==> config.mk <==
export PLATFORM = sky130hd
export DESIGN_NAME = sexpr_token_scanner
export DESIGN_NICKNAME = d
export VERILOG_FILES = /design/src/rtl/sts_pkg.sv /design/src/rtl/sts_front.sv /design/src/rtl/sts_queue.sv /design/src/rtl/sts_back.sv /design/src/rtl/sexpr_token_scanner.sv
export SDC_FILE = /design/constraint.sdc
export NUM_CORES = 1
export LEC_CHECK = 0
export ABC_AREA = 1
export BUFFER_PORTS_ARGS = -buffer_cell sky130_fd_sc_hd__buf_2
export CELL_PAD_IN_SITES_DETAIL_PLACEMENT = 1
export CELL_PAD_IN_SITES_GLOBAL_PLACEMENT = 1
export CORE_ASPECT_RATIO = 0.5
export CORE_MARGIN = 2
export CORE_UTILIZATION = 44
export CTS_BUF_LIST = sky130_fd_sc_hd__clkbuf_4
export DETAILED_ROUTE_END_ITERATION = 10
export PLACE_DENSITY_LB_ADDON = 0.1
export SYNTH_ARGS = -nofsm -noshare
export SYNTH_HDL_FRONTEND = slang
export SYNTH_SLANG_ARGS = --single-unit
==> constraint.sdc <==
create_clock -name i_clk -period 6.7 [get_ports i_clk]
set_input_delay 1.005 -clock i_clk [delete_from_list [all_inputs] [get_ports i_clk]]
set_output_delay 1.005 -clock i_clk [all_outputs]
set_load 0.1 [all_outputs]
==> src/rtl/sts_pkg.sv <==
package sts_pkg;

    // Width of the limit registers and of the register data bus.
    localparam int CFG_W   = 12;
    localparam int APB_W   = 32;
    localparam int ADDR_W  = 3;

    // Register indexes, one 32-bit word each.
    localparam logic REG_STRING_LIMIT = 1'b0;
    localparam logic REG_SYMBOL_LIMIT = 1'b1;

    localparam logic [CFG_W-1:0] LIMIT_RESET = 12'd255;

    // Results held by one queue entry, and the queue depth.
    localparam int SLOTS       = 3;
    localparam int QUEUE_DEPTH = 4;

    typedef enum logic [3:0] {
        K_OPEN    = 4'd0,
        K_CLOSE   = 4'd1,
        K_DOT     = 4'd2,
        K_QUOTE   = 4'd3,
        K_TRUE    = 4'd4,
        K_FALSE   = 4'd5,
        K_INT     = 4'd6,
        K_STRCHAR = 4'd7,
        K_STREND  = 4'd8,
        K_SYMCHAR = 4'd9,
        K_SYMEND  = 4'd10,
        K_EOF     = 4'd11,
        K_ERROR   = 4'd12
    } t_kind;

    // Error codes. Tokens other than errors carry the zero code.
    typedef enum logic [2:0] {
        E_INVALID    = 3'd0,
        E_STR_LONG   = 3'd1,
        E_SYM_LONG   = 3'd2,
        E_UNTERM     = 3'd3,
        E_CHAR_CONST = 3'd4
    } t_err;

    typedef struct packed {
        t_kind       kind;
        logic [7:0]  chr;
        t_err        err;
    } t_slot;

    typedef logic [1:0] t_count;

endpackage

==> src/rtl/sts_front.sv <==
module sts_front #(
    parameter int VALUE_WIDTH  = 32,
    parameter int LENGTH_WIDTH = 12
) (
    input  logic                           i_clk,
    input  logic                           i_rst_n,
    input  logic                           i_accept,
    input  logic [7:0]                     i_byte,
    input  logic [sts_pkg::CFG_W-1:0]      i_string_limit,
    input  logic [sts_pkg::CFG_W-1:0]      i_symbol_limit,
    output logic                           o_enq,
    output sts_pkg::t_count                o_cnt,
    output sts_pkg::t_slot [2:0]           o_slots,
    output logic [VALUE_WIDTH-1:0]         o_val
);

    localparam int LEN_MAX = (1 << LENGTH_WIDTH) - 1;

    localparam logic [7:0] CH_NUL   = 8'h00;
    localparam logic [7:0] CH_TAB   = 8'h09;
    localparam logic [7:0] CH_LF    = 8'h0A;
    localparam logic [7:0] CH_CR    = 8'h0D;
    localparam logic [7:0] CH_SPACE = 8'h20;
    localparam logic [7:0] CH_DQUOT = 8'h22;
    localparam logic [7:0] CH_HASH  = 8'h23;
    localparam logic [7:0] CH_QUOTE = 8'h27;
    localparam logic [7:0] CH_OPEN  = 8'h28;
    localparam logic [7:0] CH_CLOSE = 8'h29;
    localparam logic [7:0] CH_MINUS = 8'h2D;
    localparam logic [7:0] CH_DOT   = 8'h2E;
    localparam logic [7:0] CH_0     = 8'h30;
    localparam logic [7:0] CH_9     = 8'h39;
    localparam logic [7:0] CH_SEMI  = 8'h3B;
    localparam logic [7:0] CH_UA    = 8'h41;
    localparam logic [7:0] CH_UZ    = 8'h5A;
    localparam logic [7:0] CH_BSL   = 8'h5C;
    localparam logic [7:0] CH_LA    = 8'h61;
    localparam logic [7:0] CH_LZ    = 8'h7A;

    localparam logic [4:0] BASE_8  = 5'd8;
    localparam logic [4:0] BASE_10 = 5'd10;
    localparam logic [4:0] BASE_16 = 5'd16;

    typedef logic [VALUE_WIDTH-1:0]  t_val;
    typedef logic [LENGTH_WIDTH-1:0] t_len;
    typedef logic [LENGTH_WIDTH:0]   t_lim;

    typedef enum logic [10:0] {
        M_IDLE     = 11'b000_0000_0001,
        M_COMMENT  = 11'b000_0000_0010,
        M_MINUS    = 11'b000_0000_0100,
        M_DOT      = 11'b000_0000_1000,
        M_HASH     = 11'b000_0001_0000,
        M_NUMSTART = 11'b000_0010_0000,
        M_NUM      = 11'b000_0100_0000,
        M_STRING   = 11'b000_1000_0000,
        M_STRESC   = 11'b001_0000_0000,
        M_SYMBOL   = 11'b010_0000_0000,
        M_ERROR    = 11'b100_0000_0000
    } t_mode;

    // Scanner state together with the results gathered for the current byte.
    typedef struct packed {
        t_mode                  mode;
        t_val                   acc;
        logic                   neg;
        logic [4:0]             base;
        t_len                   len;
        sts_pkg::t_count        cnt;
        sts_pkg::t_slot [2:0]   res;
        t_val                   val;
    } t_scan;

    t_mode      r_mode;
    t_val       r_acc;
    logic       r_neg;
    logic [4:0] r_base;
    t_len       r_len;

    t_scan      s_nxt;
    t_lim       str_lim;
    t_lim       sym_lim;

    function automatic logic f_is_space(logic [7:0] b);
        return (b == CH_SPACE) || (b == CH_TAB) || (b == CH_LF) || (b == CH_CR);
    endfunction

    function automatic logic f_is_digit(logic [7:0] b);
        return (b >= CH_0) && (b <= CH_9);
    endfunction

    function automatic logic f_is_alpha(logic [7:0] b);
        return ((b >= CH_LA) && (b <= CH_LZ)) || ((b >= CH_UA) && (b <= CH_UZ));
    endfunction

    function automatic logic f_is_sym_start(logic [7:0] b);
        return (b == "!") || (b == "@") || (b == "$") || (b == "%") || (b == "^") ||
               (b == "&") || (b == "*") || (b == "_") || (b == "=") || (b == "+") ||
               (b == "?") || (b == ">") || (b == "<") || (b == "/") || (b == ":") ||
               (b == "~") || f_is_alpha(b);
    endfunction

    function automatic logic f_is_sym_char(logic [7:0] b);
        return f_is_sym_start(b) || f_is_digit(b) || (b == CH_DOT) || (b == CH_MINUS);
    endfunction

    // A limit above the counter's range acts as the counter's largest value.
    function automatic t_lim f_clamp(logic [sts_pkg::CFG_W-1:0] lim);
        int v;
        v = int'(lim);
        if (v > LEN_MAX) begin
            v = LEN_MAX;
        end
        return t_lim'(v);
    endfunction

    function automatic t_scan f_emit(t_scan s, sts_pkg::t_kind k, logic [7:0] ch,
                                     sts_pkg::t_err e);
        t_scan r;
        r = s;
        if (r.cnt != 2'd3) begin
            r.res[r.cnt] = '{kind: k, chr: ch, err: e};
            r.cnt        = r.cnt + 2'd1;
        end
        return r;
    endfunction

    // An error drops input until end of input; an error on end of input closes at once.
    function automatic t_scan f_error(t_scan s, sts_pkg::t_err code, logic [7:0] b);
        t_scan r;
        r      = f_emit(s, sts_pkg::K_ERROR, CH_NUL, code);
        r.mode = M_ERROR;
        if (b == CH_NUL) begin
            r      = f_emit(r, sts_pkg::K_EOF, CH_NUL, sts_pkg::E_INVALID);
            r.mode = M_IDLE;
        end
        return r;
    endfunction

    function automatic t_scan f_sym_add(t_scan s, logic [7:0] b, t_lim lim);
        t_scan r;
        r = s;
        if ({1'b0, r.len} >= lim) begin
            r = f_error(r, sts_pkg::E_SYM_LONG, b);
        end else begin
            r.len  = r.len + 1'b1;
            r      = f_emit(r, sts_pkg::K_SYMCHAR, b, sts_pkg::E_INVALID);
            r.mode = M_SYMBOL;
        end
        return r;
    endfunction

    // The error path never closes the input here, so a nonzero byte is passed on.
    function automatic t_scan f_str_add(t_scan s, logic [7:0] ch, t_lim lim);
        t_scan r;
        r = s;
        if (({1'b0, r.len} + t_lim'(1)) >= lim) begin
            r = f_error(r, sts_pkg::E_STR_LONG, 8'h01);
        end else begin
            r.len  = r.len + 1'b1;
            r      = f_emit(r, sts_pkg::K_STRCHAR, ch, sts_pkg::E_INVALID);
            r.mode = M_STRING;
        end
        return r;
    endfunction

    function automatic t_scan f_idle(t_scan s, logic [7:0] b, t_lim slim);
        t_scan r;
        r      = s;
        r.mode = M_IDLE;
        if (b == CH_NUL) begin
            r = f_emit(r, sts_pkg::K_EOF, CH_NUL, sts_pkg::E_INVALID);
        end else if (f_is_space(b)) begin
            r.mode = M_IDLE;
        end else if (b == CH_SEMI) begin
            r.mode = M_COMMENT;
        end else if (b == CH_OPEN) begin
            r = f_emit(r, sts_pkg::K_OPEN, CH_NUL, sts_pkg::E_INVALID);
        end else if (b == CH_CLOSE) begin
            r = f_emit(r, sts_pkg::K_CLOSE, CH_NUL, sts_pkg::E_INVALID);
        end else if (b == CH_QUOTE) begin
            r = f_emit(r, sts_pkg::K_QUOTE, CH_NUL, sts_pkg::E_INVALID);
        end else if (b == CH_MINUS) begin
            r.mode = M_MINUS;
        end else if (b == CH_DOT) begin
            r.mode = M_DOT;
        end else if (b == CH_HASH) begin
            r.mode = M_HASH;
        end else if (f_is_digit(b)) begin
            r.acc  = t_val'(b - CH_0);
            r.neg  = 1'b0;
            r.base = BASE_10;
            r.mode = M_NUM;
        end else if (b == CH_DQUOT) begin
            r.len  = '0;
            r.mode = M_STRING;
        end else if (f_is_sym_start(b)) begin
            r.len = '0;
            r     = f_sym_add(r, b, slim);
        end else begin
            r = f_error(r, sts_pkg::E_INVALID, b);
        end
        return r;
    endfunction

    // One byte inside a number: a delimiter closes it, a valid digit does one multiply-add, any other byte is an error.
    function automatic t_scan f_num(t_scan s, logic [7:0] b, t_lim slim);
        t_scan      r;
        logic [5:0] d;
        logic       ok;
        r  = s;
        d  = '0;
        ok = 1'b1;
        if (f_is_space(b) || (b == CH_OPEN) || (b == CH_CLOSE) || (b == CH_NUL)) begin
            r.val = r.neg ? -r.acc : r.acc;
            r     = f_emit(r, sts_pkg::K_INT, CH_NUL, sts_pkg::E_INVALID);
            r     = f_idle(r, b, slim);
        end else begin
            if (f_is_digit(b)) begin
                d = 6'(b - CH_0);
            end else if ((b >= CH_LA) && (b <= CH_LZ)) begin
                d = 6'(b - CH_LA + 8'd10);
            end else if ((b >= CH_UA) && (b <= CH_UZ)) begin
                d = 6'(b - CH_UA + 8'd10);
            end else begin
                ok = 1'b0;
            end
            if (!ok || (d >= {1'b0, r.base})) begin
                r = f_error(r, sts_pkg::E_INVALID, b);
            end else begin
                r.acc  = (r.acc * t_val'(r.base)) + t_val'(d);
                r.mode = M_NUM;
            end
        end
        return r;
    endfunction

    // A pending minus or dot that turns out to open a symbol.
    function automatic t_scan f_lead(t_scan s, logic [7:0] lead, logic [7:0] b, t_lim slim);
        t_scan r;
        r     = s;
        r.len = '0;
        r     = f_sym_add(r, lead, slim);
        if (r.mode == M_SYMBOL) begin
            if (f_is_sym_char(b)) begin
                r = f_sym_add(r, b, slim);
            end else begin
                r = f_emit(r, sts_pkg::K_SYMEND, CH_NUL, sts_pkg::E_INVALID);
                r = f_idle(r, b, slim);
            end
        end
        return r;
    endfunction

    function automatic logic [7:0] f_escape(logic [7:0] b);
        logic [7:0] c;
        c = b;
        if (b == "a") c = 8'd7;
        else if (b == "b") c = 8'd8;
        else if (b == "f") c = 8'd12;
        else if (b == "n") c = 8'd10;
        else if (b == "r") c = 8'd13;
        else if (b == "t") c = 8'd9;
        else if (b == "v") c = 8'd11;
        else if (b == CH_0) c = CH_NUL;
        return c;
    endfunction

    // Next state and results of the byte on the input.
    always_comb begin
        t_scan s;
        str_lim = f_clamp(i_string_limit);
        sym_lim = f_clamp(i_symbol_limit);
        s.mode  = r_mode;
        s.acc   = r_acc;
        s.neg   = r_neg;
        s.base  = r_base;
        s.len   = r_len;
        s.cnt   = '0;
        s.res   = '0;
        s.val   = '0;
        unique case (r_mode)
            M_COMMENT: begin
                if (i_byte == CH_NUL) begin
                    s      = f_emit(s, sts_pkg::K_EOF, CH_NUL, sts_pkg::E_INVALID);
                    s.mode = M_IDLE;
                end else if (i_byte == CH_LF) begin
                    s.mode = M_IDLE;
                end
            end
            M_MINUS: begin
                if (f_is_digit(i_byte)) begin
                    s.acc  = t_val'(i_byte - CH_0);
                    s.neg  = 1'b1;
                    s.base = BASE_10;
                    s.mode = M_NUM;
                end else begin
                    s = f_lead(s, CH_MINUS, i_byte, sym_lim);
                end
            end
            M_DOT: begin
                if (f_is_space(i_byte) || (i_byte == CH_NUL) || (i_byte == CH_CLOSE)) begin
                    s = f_emit(s, sts_pkg::K_DOT, CH_NUL, sts_pkg::E_INVALID);
                    s = f_idle(s, i_byte, sym_lim);
                end else begin
                    s = f_lead(s, CH_DOT, i_byte, sym_lim);
                end
            end
            M_HASH: begin
                if (i_byte == "t") begin
                    s      = f_emit(s, sts_pkg::K_TRUE, CH_NUL, sts_pkg::E_INVALID);
                    s.mode = M_IDLE;
                end else if (i_byte == "f") begin
                    s      = f_emit(s, sts_pkg::K_FALSE, CH_NUL, sts_pkg::E_INVALID);
                    s.mode = M_IDLE;
                end else if (i_byte == CH_BSL) begin
                    s = f_error(s, sts_pkg::E_CHAR_CONST, i_byte);
                end else if ((i_byte == "o") || (i_byte == "d") || (i_byte == "x")) begin
                    s.acc  = '0;
                    s.neg  = 1'b0;
                    s.base = (i_byte == "o") ? BASE_8 : ((i_byte == "d") ? BASE_10 : BASE_16);
                    s.mode = M_NUMSTART;
                end else begin
                    s = f_error(s, sts_pkg::E_INVALID, i_byte);
                end
            end
            M_NUMSTART: begin
                if (i_byte == CH_MINUS) begin
                    s.neg  = 1'b1;
                    s.mode = M_NUM;
                end else begin
                    s = f_num(s, i_byte, sym_lim);
                end
            end
            M_NUM: begin
                s = f_num(s, i_byte, sym_lim);
            end
            M_STRING: begin
                if (i_byte == CH_NUL) begin
                    s = f_error(s, sts_pkg::E_UNTERM, i_byte);
                end else if (i_byte == CH_DQUOT) begin
                    s      = f_emit(s, sts_pkg::K_STREND, CH_NUL, sts_pkg::E_INVALID);
                    s.mode = M_IDLE;
                end else if (i_byte == CH_BSL) begin
                    s.mode = M_STRESC;
                end else begin
                    s = f_str_add(s, i_byte, str_lim);
                end
            end
            M_STRESC: begin
                if (i_byte == CH_NUL) begin
                    s = f_error(s, sts_pkg::E_UNTERM, i_byte);
                end else begin
                    s = f_str_add(s, f_escape(i_byte), str_lim);
                end
            end
            M_SYMBOL: begin
                if (f_is_sym_char(i_byte)) begin
                    s = f_sym_add(s, i_byte, sym_lim);
                end else begin
                    s = f_emit(s, sts_pkg::K_SYMEND, CH_NUL, sts_pkg::E_INVALID);
                    s = f_idle(s, i_byte, sym_lim);
                end
            end
            M_ERROR: begin
                if (i_byte == CH_NUL) begin
                    s      = f_emit(s, sts_pkg::K_EOF, CH_NUL, sts_pkg::E_INVALID);
                    s.mode = M_IDLE;
                end
            end
            M_IDLE: begin
                s = f_idle(s, i_byte, sym_lim);
            end
            default: begin
                s = f_idle(s, i_byte, sym_lim);
            end
        endcase
        s_nxt = s;
    end

    // Scanner state advances on every accepted item.
    always_ff @(posedge i_clk) begin
        if (!i_rst_n) begin
            r_mode <= M_IDLE;
            r_acc  <= '0;
            r_neg  <= 1'b0;
            r_base <= BASE_10;
            r_len  <= '0;
        end else if (i_accept) begin
            r_mode <= s_nxt.mode;
            r_acc  <= s_nxt.acc;
            r_neg  <= s_nxt.neg;
            r_base <= s_nxt.base;
            r_len  <= s_nxt.len;
        end
    end

    // Items that cause at least one result go to the queue as one entry.
    assign o_enq   = i_accept && (s_nxt.cnt != 2'd0);
    assign o_cnt   = s_nxt.cnt;
    assign o_slots = s_nxt.res;
    assign o_val   = s_nxt.val;

endmodule

==> src/rtl/sts_queue.sv <==
module sts_queue #(
    parameter int WIDTH = 8,
    parameter int DEPTH = 4
) (
    input  logic             i_clk,
    input  logic             i_rst_n,
    input  logic             i_wr,
    input  logic [WIDTH-1:0] i_wdata,
    input  logic             i_rd,
    output logic [WIDTH-1:0] o_rdata,
    output logic             o_full,
    output logic             o_empty
);

    localparam int AW = (DEPTH > 1) ? $clog2(DEPTH) : 1;
    localparam int CW = $clog2(DEPTH + 1);
    localparam logic [AW-1:0] LAST = AW'(DEPTH - 1);

    logic [WIDTH-1:0] r_mem [DEPTH];
    logic [AW-1:0]    r_head;
    logic [AW-1:0]    r_tail;
    logic [CW-1:0]    r_count;
    logic             wr_en;
    logic             rd_en;

    assign wr_en   = i_wr && !o_full;
    assign rd_en   = i_rd && !o_empty;
    assign o_full  = (r_count == CW'(DEPTH));
    assign o_empty = (r_count == '0);
    assign o_rdata = r_mem[r_head];

    // Entry storage.
    always_ff @(posedge i_clk) begin
        if (wr_en) begin
            r_mem[r_tail] <= i_wdata;
        end
    end

    // Pointers and fill count.
    always_ff @(posedge i_clk) begin
        if (!i_rst_n) begin
            r_head  <= '0;
            r_tail  <= '0;
            r_count <= '0;
        end else begin
            if (wr_en) begin
                r_tail <= (r_tail == LAST) ? '0 : r_tail + 1'b1;
            end
            if (rd_en) begin
                r_head <= (r_head == LAST) ? '0 : r_head + 1'b1;
            end
            if (wr_en && !rd_en) begin
                r_count <= r_count + 1'b1;
            end else if (rd_en && !wr_en) begin
                r_count <= r_count - 1'b1;
            end
        end
    end

endmodule

==> src/rtl/sts_back.sv <==
module sts_back #(
    parameter int VALUE_WIDTH = 32
) (
    input  logic                          i_clk,
    input  logic                          i_rst_n,
    input  logic                          i_q_empty,
    input  sts_pkg::t_count               i_cnt,
    input  sts_pkg::t_slot [2:0]          i_slots,
    input  logic [VALUE_WIDTH-1:0]        i_val,
    output logic                          o_deq,
    input  logic                          i_pop,
    output logic                          o_empty,
    output logic [3:0]                    o_token_kind,
    output logic signed [VALUE_WIDTH-1:0] o_int_value,
    output logic [7:0]                    o_char_byte,
    output logic [2:0]                    o_error_code,
    output logic                          o_last_of_byte
);

    logic                   r_out_vld;
    sts_pkg::t_count        r_idx;
    sts_pkg::t_slot         r_slot;
    logic [VALUE_WIDTH-1:0] r_val;
    logic                   r_last;

    sts_pkg::t_slot         cur;
    logic                   take;
    logic                   is_last;

    // The output register refills from the queue whenever it is empty or being drained and the queue holds an entry.
    assign cur     = i_slots[r_idx];
    assign take    = !i_q_empty && (!r_out_vld || i_pop);
    assign is_last = (r_idx == (i_cnt - 2'd1));
    assign o_deq   = take && is_last;

    // Walk the results of the head entry, one per cycle while the output is empty or being popped.
    always_ff @(posedge i_clk) begin
        if (!i_rst_n) begin
            r_out_vld <= 1'b0;
            r_idx     <= '0;
        end else begin
            if (take) begin
                r_out_vld <= 1'b1;
                r_idx     <= is_last ? '0 : r_idx + 2'd1;
            end else if (i_pop) begin
                r_out_vld <= 1'b0;
            end
        end
    end

    // Result payload.
    always_ff @(posedge i_clk) begin
        if (take) begin
            r_slot <= cur;
            r_val  <= (cur.kind == sts_pkg::K_INT) ? i_val : '0;
            r_last <= is_last;
        end
    end

    assign o_empty        = !r_out_vld;
    assign o_token_kind   = r_slot.kind;
    assign o_int_value    = r_val;
    assign o_char_byte    = r_slot.chr;
    assign o_error_code   = r_slot.err;
    assign o_last_of_byte = r_last;

endmodule

==> src/rtl/sexpr_token_scanner.sv <==
// The first result of a byte is written into the queue when the byte is taken, and is then
// registered in the output register, where it reaches the result ports and can be popped.
// Throughput: one byte per cycle in while the queue is not full; one result per cycle out while
// results are popped. A four-entry queue between scanner and output absorbs bursts.
// Reset is synchronous and active low: the scanner returns to idle, the queue and the output
// register empty, and both length limits return to 255.
module sexpr_token_scanner #(
    parameter int VALUE_WIDTH  = 32,
    parameter int LENGTH_WIDTH = 12
) (
    input  logic                               i_clk,
    input  logic                               i_rst_n,
    input  logic                               push,
    output logic                               full,
    input  logic [7:0]                         i_source_byte,
    output logic                               empty,
    input  logic                               pop,
    output logic [3:0]                         o_token_kind,
    output logic signed [VALUE_WIDTH-1:0]      o_int_value,
    output logic [7:0]                         o_char_byte,
    output logic [2:0]                         o_error_code,
    output logic                               o_last_of_byte,
    input  logic                               psel,
    input  logic                               penable,
    input  logic                               pwrite,
    input  logic [sts_pkg::ADDR_W-1:0]         paddr,
    input  logic [sts_pkg::APB_W-1:0]          pwdata,
    output logic [sts_pkg::APB_W-1:0]          prdata,
    output logic                               pready
);

    localparam int SLOT_W   = $bits(sts_pkg::t_slot);
    localparam int SLOTS_W  = sts_pkg::SLOTS * SLOT_W;
    localparam int BUNDLE_W = 2 + SLOTS_W + VALUE_WIDTH;

    logic [sts_pkg::CFG_W-1:0] r_string_limit;
    logic [sts_pkg::CFG_W-1:0] r_symbol_limit;

    logic                      accept;
    logic                      enq;
    sts_pkg::t_count           enq_cnt;
    sts_pkg::t_slot [2:0]      enq_slots;
    logic [VALUE_WIDTH-1:0]    enq_val;
    logic [BUNDLE_W-1:0]       q_wdata;
    logic [BUNDLE_W-1:0]       q_rdata;
    logic                      q_empty;
    logic                      q_rd;
    logic                      cfg_wr;

    // Configuration registers, one word each.
    assign pready = 1'b1;
    assign cfg_wr = psel && penable && pwrite && pready;

    always_ff @(posedge i_clk) begin
        if (!i_rst_n) begin
            r_string_limit <= sts_pkg::LIMIT_RESET;
            r_symbol_limit <= sts_pkg::LIMIT_RESET;
        end else if (cfg_wr) begin
            if (paddr[2] == sts_pkg::REG_STRING_LIMIT) begin
                r_string_limit <= pwdata[sts_pkg::CFG_W-1:0];
            end else begin
                r_symbol_limit <= pwdata[sts_pkg::CFG_W-1:0];
            end
        end
    end

    always_comb begin
        if (paddr[2] == sts_pkg::REG_STRING_LIMIT) begin
            prdata = {{(sts_pkg::APB_W - sts_pkg::CFG_W){1'b0}}, r_string_limit};
        end else begin
            prdata = {{(sts_pkg::APB_W - sts_pkg::CFG_W){1'b0}}, r_symbol_limit};
        end
    end

    // Front end: scanner state machine.
    assign accept = push && !full;

    sts_front #(
        .VALUE_WIDTH  (VALUE_WIDTH),
        .LENGTH_WIDTH (LENGTH_WIDTH)
    ) u_front (
        .i_clk          (i_clk),
        .i_rst_n        (i_rst_n),
        .i_accept       (accept),
        .i_byte         (i_source_byte),
        .i_string_limit (r_string_limit),
        .i_symbol_limit (r_symbol_limit),
        .o_enq          (enq),
        .o_cnt          (enq_cnt),
        .o_slots        (enq_slots),
        .o_val          (enq_val)
    );

    // Queue of per-byte result groups.
    assign q_wdata = {enq_cnt, enq_slots, enq_val};

    sts_queue #(
        .WIDTH (BUNDLE_W),
        .DEPTH (sts_pkg::QUEUE_DEPTH)
    ) u_queue (
        .i_clk   (i_clk),
        .i_rst_n (i_rst_n),
        .i_wr    (enq),
        .i_wdata (q_wdata),
        .i_rd    (q_rd),
        .o_rdata (q_rdata),
        .o_full  (full),
        .o_empty (q_empty)
    );

    // Back end: serializes results onto the output.
    sts_back #(
        .VALUE_WIDTH (VALUE_WIDTH)
    ) u_back (
        .i_clk          (i_clk),
        .i_rst_n        (i_rst_n),
        .i_q_empty      (q_empty),
        .i_cnt          (q_rdata[BUNDLE_W-1 -: 2]),
        .i_slots        (q_rdata[VALUE_WIDTH +: SLOTS_W]),
        .i_val          (q_rdata[VALUE_WIDTH-1:0]),
        .o_deq          (q_rd),
        .i_pop          (pop),
        .o_empty        (empty),
        .o_token_kind   (o_token_kind),
        .o_int_value    (o_int_value),
        .o_char_byte    (o_char_byte),
        .o_error_code   (o_error_code),
        .o_last_of_byte (o_last_of_byte)
    );

endmodule

# After elaboration in Yosys (flattened, before gate mapping)
# Memory sizes are Yosys's and may differ from the RTL's. A register that Yosys moved wholly into a read port is not among the register bits.
# Index checks and enable logic that the tools add are counted.
dict set report totals {
  ram_bits 316
  output_inout_bits 83
  n_memories 1
  inputBits 50
  word_cells 1075
  ff_bits 143
}
dict set report classes {
  addsub 36
  n_bitwise 147
  reduce_logical 87
  mul 1
  magnitude_cmp 48
  muxes 506
  eq_ne 232
}
# name words width rd rd_ports_with_merged_regs write_ports line_no
set mem_list {}
lappend mem_list {u_queue.r_mem 4 79 1 1 1 sts_queue.sv:19} ;# logic [WIDTH-1:0] r_mem [DEPTH];
# cell count
set op_table {}
lappend op_table {{two-way mux 140 bit} 94}
lappend op_table {{two-way mux 129 bit} 40}
lappend op_table {{two-way mux 47 bit} 75}
lappend op_table {{one-hot mux 140 bit (11 select lines)} 1}
lappend op_table {{two-way mux 15 bit} 75}
lappend op_table {{inverter 36 bit} 23}
lappend op_table {{two-way mux 91 bit} 9}
lappend op_table {{two-way mux 79 bit} 8}
lappend op_table {{two-way mux 11 bit} 51}
lappend op_table {{inverter 39 bit} 14}
lappend op_table {{bitwise AND 12 x 36 -> 36 bit} 15}
lappend op_table {{demux 15 bit (select 2 bit)} 17}
lappend op_table {{two-way mux 49 bit} 9}
lappend op_table {{bitwise mux 45 bit} 8}
lappend op_table {{bitwise AND 13 x 39 -> 39 bit} 8}
lappend op_table {{two-way mux 38 bit} 8}
lappend op_table {{bitwise AND 36 bit} 8}
lappend op_table {{inverter 45 bit} 6}
lappend op_table {{inverter 42 bit} 6}
lappend op_table {{bitwise AND 39 bit} 6}
lappend op_table {{two-way mux 97 bit} 2}
lappend op_table {{bitwise AND 15 x 45 -> 45 bit} 4}
lappend op_table {{equality test 8 x 6 -> 1 bit, second input constant} 22}
lappend op_table {{bitwise AND 14 x 42 -> 42 bit} 4}
lappend op_table {{other kinds (87)} 544}

# Logic depth before layout (Yosys ltp)
dict set report depth {
  ltp_word 55
  mapped_depth 33
  depth_no_buf 32
}

# By module
# A second synthesis with hierarchy kept.
dict set report hier_totals {
  hier_cells 3874
  area_unflattened_um2 30215.2
}
# module cells_each seq_area_each_um2 n_inst area_per_inst_um2
set modules_own_cells {}
lappend modules_own_cells {sts_front 2625 1181.1 1 14372.5}
lappend modules_own_cells {sts_queue 835 9669.3 1 12191.7}
lappend modules_own_cells {sts_back 229 1501.4 1 2409.8}
lappend modules_own_cells {sexpr_token_scanner 185 480.5 1 1241.2}

# Worst setup path after synthesis
# OpenSTA, ideal clock, no wires.
dict set report synth_timing {
  path_type {input to register}
  from {input port i_source_byte[4]}
  to {memory u_queue.r_mem[0][0] (netlist bit), enable pin}
  t_required_ps 6191
  path_slack_ps -390
  arrival_time_ps 6581
  path_buffers 1
  stages 24
  setup_ps 509
  cell_sequence {clkbuf_1 -> inv_1 -> ha_1 -> inv_1 -> nor2_2 -> nand2_2 -> nand3_2 -> nand2_1 -> nand2_1 -> a21oi_1 -> inv_1 -> ha_1 -> nor2_1 -> nand2_1 -> nand2_1 -> nand2_1 -> nand2_1 -> nand3_1 -> nand2_1 -> nand3_1 -> nand2_1 -> nand2_1 -> nand2_1 -> nor2_1}
}
dict set report synth_via {
  elab_chain_cells 49
  elab_cells_between_ends 244
  classes_between {add/sub: 5; order compare: 8; eq/ne: 34; mux: 156; reduce/logical: 41}
}
# item line_no
set synth_lines {}
lappend synth_lines {{start: declaration} sexpr_token_scanner.sv:15} ;# input logic [7:0] i_source_byte,
lappend synth_lines {{equality test 8 x 6 -> 1 bit / equality test 8 x 7 -> 1 bit (equally long branches)} sts_front.sv:97} ;# return (b == "!") || (b == "@") || (b == "$") || (b == "%") || (b == "^") ||
lappend synth_lines {{logical OR 1 bit (5 in a row)} sts_front.sv:97}
lappend synth_lines {{logical OR 1 bit (5 in a row)} sts_front.sv:98} ;# (b == "&") || (b == "*") || (b == "_") || (b == "=") || (b == "+") ||
lappend synth_lines {{logical OR 1 bit (5 in a row)} sts_front.sv:99} ;# (b == "?") || (b == ">") || (b == "<") || (b == "/") || (b == ":") ||
lappend synth_lines {{logical OR 1 bit} sts_front.sv:100} ;# (b == "~") || f_is_alpha(b);
lappend synth_lines {{two-way mux 140 bit} sts_front.sv:197} ;# end else if (f_is_sym_start(b)) begin
lappend synth_lines {{two-way mux 140 bit} sts_front.sv:194} ;# end else if (b == CH_DQUOT) begin
lappend synth_lines {{two-way mux 140 bit} sts_front.sv:189} ;# end else if (f_is_digit(b)) begin
lappend synth_lines {{(+21 left out)} n/a}
lappend synth_lines {{two-way mux 140 bit} sts_front.sv:214} ;# if (f_is_space(b) || (b == CH_OPEN) || (b == CH_CLOSE) || (b == CH_NUL)) begin
lappend synth_lines {{two-way mux 96 bit} sts_front.sv:328} ;# if (i_byte == CH_MINUS) begin
lappend synth_lines {{one-hot mux 140 bit (11 select lines) (*)} sts_front.sv:282} ;# unique case (r_mode)
lappend synth_lines {{nonzero test 2 bit (*)} sts_front.sv:399} ;# assign o_enq = i_accept && (s_nxt.cnt != 2'd0);
lappend synth_lines {{logical AND 1 bit (*)} sts_front.sv:399}
lappend synth_lines {{logical AND 1 bit (*)} sts_queue.sv:26} ;# assign wr_en = i_wr && !o_full;
lappend synth_lines {{two-way mux 1 bit (*)} sts_queue.sv:34} ;# if (wr_en) begin
lappend synth_lines {{two-way mux 1 bit (implied by the code) (*)} sts_queue.sv:35} ;# r_mem[r_tail] <= i_wdata;
lappend synth_lines {{end: declaration} sts_queue.sv:19}
# Every way passes the cells marked *; elsewhere a longest branch is shown, timed or not. The select of a mux whose other input is x is not followed.

==> impl.org <==
** Finish
- Registers take 12360 µm².
- Leaving out fill and tap cells, the most frequent cell in the layout is nand2_1.
- Total non-filler cell area in the finished layout :: 30900 µm²
- Counting the fill cells in the layout gives 7880.
- Area taken by multi-input logic gates :: 13490 µm²
- Compared with the post-synthesis result, the final layout area differs by 9.849%.
- Count of non-filler cells in the finished layout :: 4641
- For this run, the post-layout net count is 3934.
- The top cell types in the final layout, fill and taps aside, are nand2_1, nor2_1, inv_1.
- Ratio of cells with drive above 1 in the final layout :: 0.1008

** Global routing
- The first global-routing pass estimated 150500 µm of wire.
- Residual overflow from global routing :: 0
- Number of antenna violations at the first check in global routing :: 2
- Across every metal layer, demand over resource in global routing totals 0.2951.
- Pin count of the biggest net entering global routing :: roughly 90
- The number of global-route vias before repair came to 25560.

** Worst setup path
- At the worst endpoint, the required time is between 7000 and 8000 ps.
- Counting cells, the worst reg-to-reg path comes to 18.
- The worst setup path is captured at a flop.
- Slowest stage cell, crit path :: nor3_1
- In this run the critical register-to-register path is launched from u_front.r_len[0]$_SDFFE_PN0P_.
- R2R Path End :: u_queue.r_mem[3][43]$_DFFE_PP_
- Worst-path fanout max :: 10
- The signal on the critical path passes through ha_1 -> nand3_1 -> nor2_1 -> inv_1 -> nor4_1 -> xor2_1 -> inv_1 -> ha_1 -> a21oi_1 -> o211ai_1 -> a21oi_1 -> nor2b_1 -> nand2_2 -> nor3_1 -> a21oi_1 -> nand2_1 -> o21ai_0 -> inv_1.
- Family of cells with the greatest summed delay on the critical path :: simple AND/OR/NAND/NOR gates
- Worst setup path category :: reg2reg
- STA classifies the critical path startpoint as a flop.
- Maximum cell stage delay along the critical path :: 620 ps
- Together, buffers and inverters on the worst path number 3.
- CP arrival :: 5950 ps
- Across all register-to-register paths, the minimum setup slack is approximately 1500 ps.

** Pwr
- The share of total power dissipated in the clock network is 0.216.
- Of the total power, the share spent switching nets is 0.4672.
- Sequential Power Share :: 0.366
- Internal power of the cells :: 5.587 mW
- Static Leakage :: 14.32 nW
- Power per standard cell area :: 339.4 nW/µm²
- The share of total power dissipated in combinational logic is 0.418.
- The analysis attributes to net switching a power of 4.899 mW.
- Worst VDD drop :: 0.2462 mV

** Clock tree
- The H-tree generated during clock tree synthesis spans 3 levels.
- Clock root buffer master :: clkbuf_4
- Total CTS buffers :: 101
- Clock tree from TritonCTS :: done
- Post-CTS setup buffers :: 0
- Maximum clock path buffer count :: 3
- After clock tree synthesis, the clock-pin slew on the worst setup and hold paths is 60 ps.
- Insertion delay of the later-clocked pin in the worst-skew pair :: 910 ps
- For this design, the CTS-stage hold fixing added 0 buffers.
- Counting every sink on the clock net gives 443.
- # resized after CTS :: 0

** Logic synthesis
- Ranked by total cell area, the synthesized netlist is headed by edfxtp_1, nand2_1, dfxtp_1.
- Synthesis handed over a netlist of around 3600 instances.
- Summing every instance area after synthesis gives 28130 µm².
- Area share of the leading cell type in the synthesized netlist :: 0.3715
- Counting flops with an async set or reset pin after synthesis yields a share of 0.
- Primary flip-flop cell chosen by synthesis mapping :: edfxtp_1
- The biggest area contributor in the post-synthesis netlist is edfxtp_1.
- FF+latch count, synth :: 443
- Of the synthesized area, sequential elements account for 0.4392.
- EDFF count, synth :: 348
- Average footprint of a synthesized cell :: 7.841 µm²
- Counting distinct cell types in the post-synthesis netlist gives 61.
- The Yosys step of the flow raised 0 warnings.

** STA
- Unrepaired setup endpoints after global routing :: no
- In this run the tightest slew margin relative to its limit is 0.2954.
- Setup total negative slack on the finished layout was measured at 0 ps.
- Shortest period the worst path allows :: 5224 ps
- Skew final :: 64.47 ps
- Total count of max-transition violations in the final report :: 0
- Dividing the final minimum period by the clock period gives 0.7796.
- At the pin with the least slew margin, the transition time is 1053 ps.
- Final hold vios :: 0
- Highest attainable clock frequency :: 0.1914 GHz
- Final setup violating endpoints :: 0

** Detailed routing
- Antenna violation net count after detailed routing :: 0
- In the final routed layout, each cell accounts on average for approximately 21 µm.
- Wires add up to 97820 µm.
- For this block, the initial DRC count from the detailed router was between 2000 and 2500.
- Post-detailed-route DRC marker count :: 0
- The first TritonRoute pass finished after 5 iterations.
- Length of routed met3 wiring :: ~6400 µm
- The routed design uses around 40000 µm of met2 wire.
- After detailed routing, the wire length on met1 is 49470 µm.
- The routed layout has 25670 vias.
- Top sig layer :: met4
- After detailed routing, the number of vias per cell comes to 5.531.

** Worst hold path
- End point of the most critical hold path :: r_string_limit[6]$_SDFFE_PN1P_
- In this run the most critical hold path is launched from pwdata[6].
- Number of cells on the worst hold path :: 3
- Class of the tightest hold or removal check :: in2reg

** Placed design
- Routability-driven placement congestion ratio :: 0.9986
- In this run, placement finished with an instance count of 4453.
- Placed cell area :: around 30000 µm²
- DPL Wire Length :: 71900 µm
- Input and output buffers added on the ports amount to 89.

** Floorplanning
- Die X :: 361.6 µm
- Vertical die dimension :: approximately 180 µm
- Full die area :: approximately 66000 µm²
- For this design the top-level I/O count stands at 133.
- The total area inside the core boundary comes to 63110 µm².
- In this run the core area contains 65 standard-cell rows.
- For this configuration, the core starts out at a cell density of 0.4457.

** Job
- Max-cap violations in this run came to 0.

** Status
- Result of the run :: finished, final reports clean
==> kinds of logic after synthesis <==
family / Yosys count / share of synthesized area
AOI/OAI and AO/OA: 615 / 0.1180
xor gates and xnor gates: 51 / 0.01615
adders and majority gates: 165 / 0.08088
buffers and inverters: 648 / 0.09155
DFF: 443 / 0.4392
other: 2 / 0.0002670
and+or+nand+nor: 1663 / 0.2540
==> per-layer routing <==
layer	vias up	GRT usage
met5	-	0
met4	0	0.05800
met3	91	0.05028
met2	708	0.4348
met1	12690	0.4534
li1	12180	-
==> layout make-up <==
class,instances,area share
Clock buffer,155,0.03766
Tap cell,837,0.03390
Inverter,485,0.05921
Timing Repair Buffer,128,0.02673
Antenna cell,4,0.0003240
Multi-Input combinational cell,2560,0.4365
Clock inverter,29,0.005710
Sequential cell,443,0.4000
==> Yosys cell counts (all sizes together) (4+ instances only) <==
cell and instances:
nand3b 10, edfxtp 348, o22ai 43, o211ai 13, ha 137, a31oi 15
a211oi 6, nand4 79, nor4 18, fa 28, a21oi 201, or2 6
and2 5, inv 480, a21o 4, nor2 522, o2111ai 8, nand2 741
xor2 38, clkinv 5, xnor2 13, buf 54, nand3 204, clkbuf 109
o21bai 4, nor3 71, dfxtp 95, o21ai 302
==> power groups by stage <==
stage | clock network [mW] | registers [mW] | logic, mW
after floorplan | 0 | 4.82 | 2.25
after global placement | 0 | 3.87 | 4.28
after detailed placement | 0 | 3.90 | 4.37
after CTS | 2.34 | 3.84 | 4.39
after global routing | 2.46 | 3.88 | 4.77
final | 2.26 | 3.84 | 4.39
==> sequential cells by signal, indices dropped and copies added (netlist names), named ones only <==
name and flops:
u_front.r_neg 1, u_back.o_token_kind 4, u_back.r_out_vld 1, u_back.o_char_byte 8
u_back.o_error_code 3, r_string_limit 12, u_front.r_base 3, u_queue.r_count 3
u_front.r_len 12, u_queue.r_mem 300, r_symbol_limit 12, u_back.r_idx 2
u_queue.r_head 2, u_back.o_int_value 32, u_front.r_acc 32, u_back.o_last_of_byte 1
u_queue.r_tail 2, u_front.r_mode 11
==> worst max-delay path by stage <==
stage                             startpoint                               to  slack, ps  depth (start not counted)
3_3_place_gp                i_source_byte[1]  u_queue.r_count[2]$_SDFFE_PN0P_        980                         31
4_1_cts        u_front.r_len[0]$_SDFFE_PN0P_   u_queue.r_mem[0][41]$_DFFE_PP_       1690                         19
2_1_floorplan               i_source_byte[4]    u_queue.r_mem[0][0]$_DFFE_PP_       -390                         24
5_1_grt        u_front.r_len[0]$_SDFFE_PN0P_   u_queue.r_mem[0][41]$_DFFE_PP_       1310                         19
6_report       u_front.r_len[0]$_SDFFE_PN0P_   u_queue.r_mem[3][43]$_DFFE_PP_       1480                         18
3_5_place_dp                i_source_byte[1]  u_queue.r_count[2]$_SDFFE_PN0P_        900                         31
==> tightest hold or removal path: stages <==
cell	delay, ps
buf_2	90
a21oi_1	50
o21ai_0	60
==> through the flow <==
stage | util | setup WS (ps) | power [mW] | hold WS, ps
2_1_floorplan | - | -389.7 | 7.066 | 450.0
5_1_grt | 0.4895 | 1315 | 11.11 | 322.6
3_3_place_gp | 0.4682 | 980.2 | 8.144 | 471.9
6_report | 0.4896 | 1476 | 10.49 | 374.4
4_1_cts | 0.4894 | 1689 | 10.56 | 264.3
3_5_place_dp | 0.4682 | 896.5 | 8.264 | 479.1
Power figures use the tool's default switching activity.
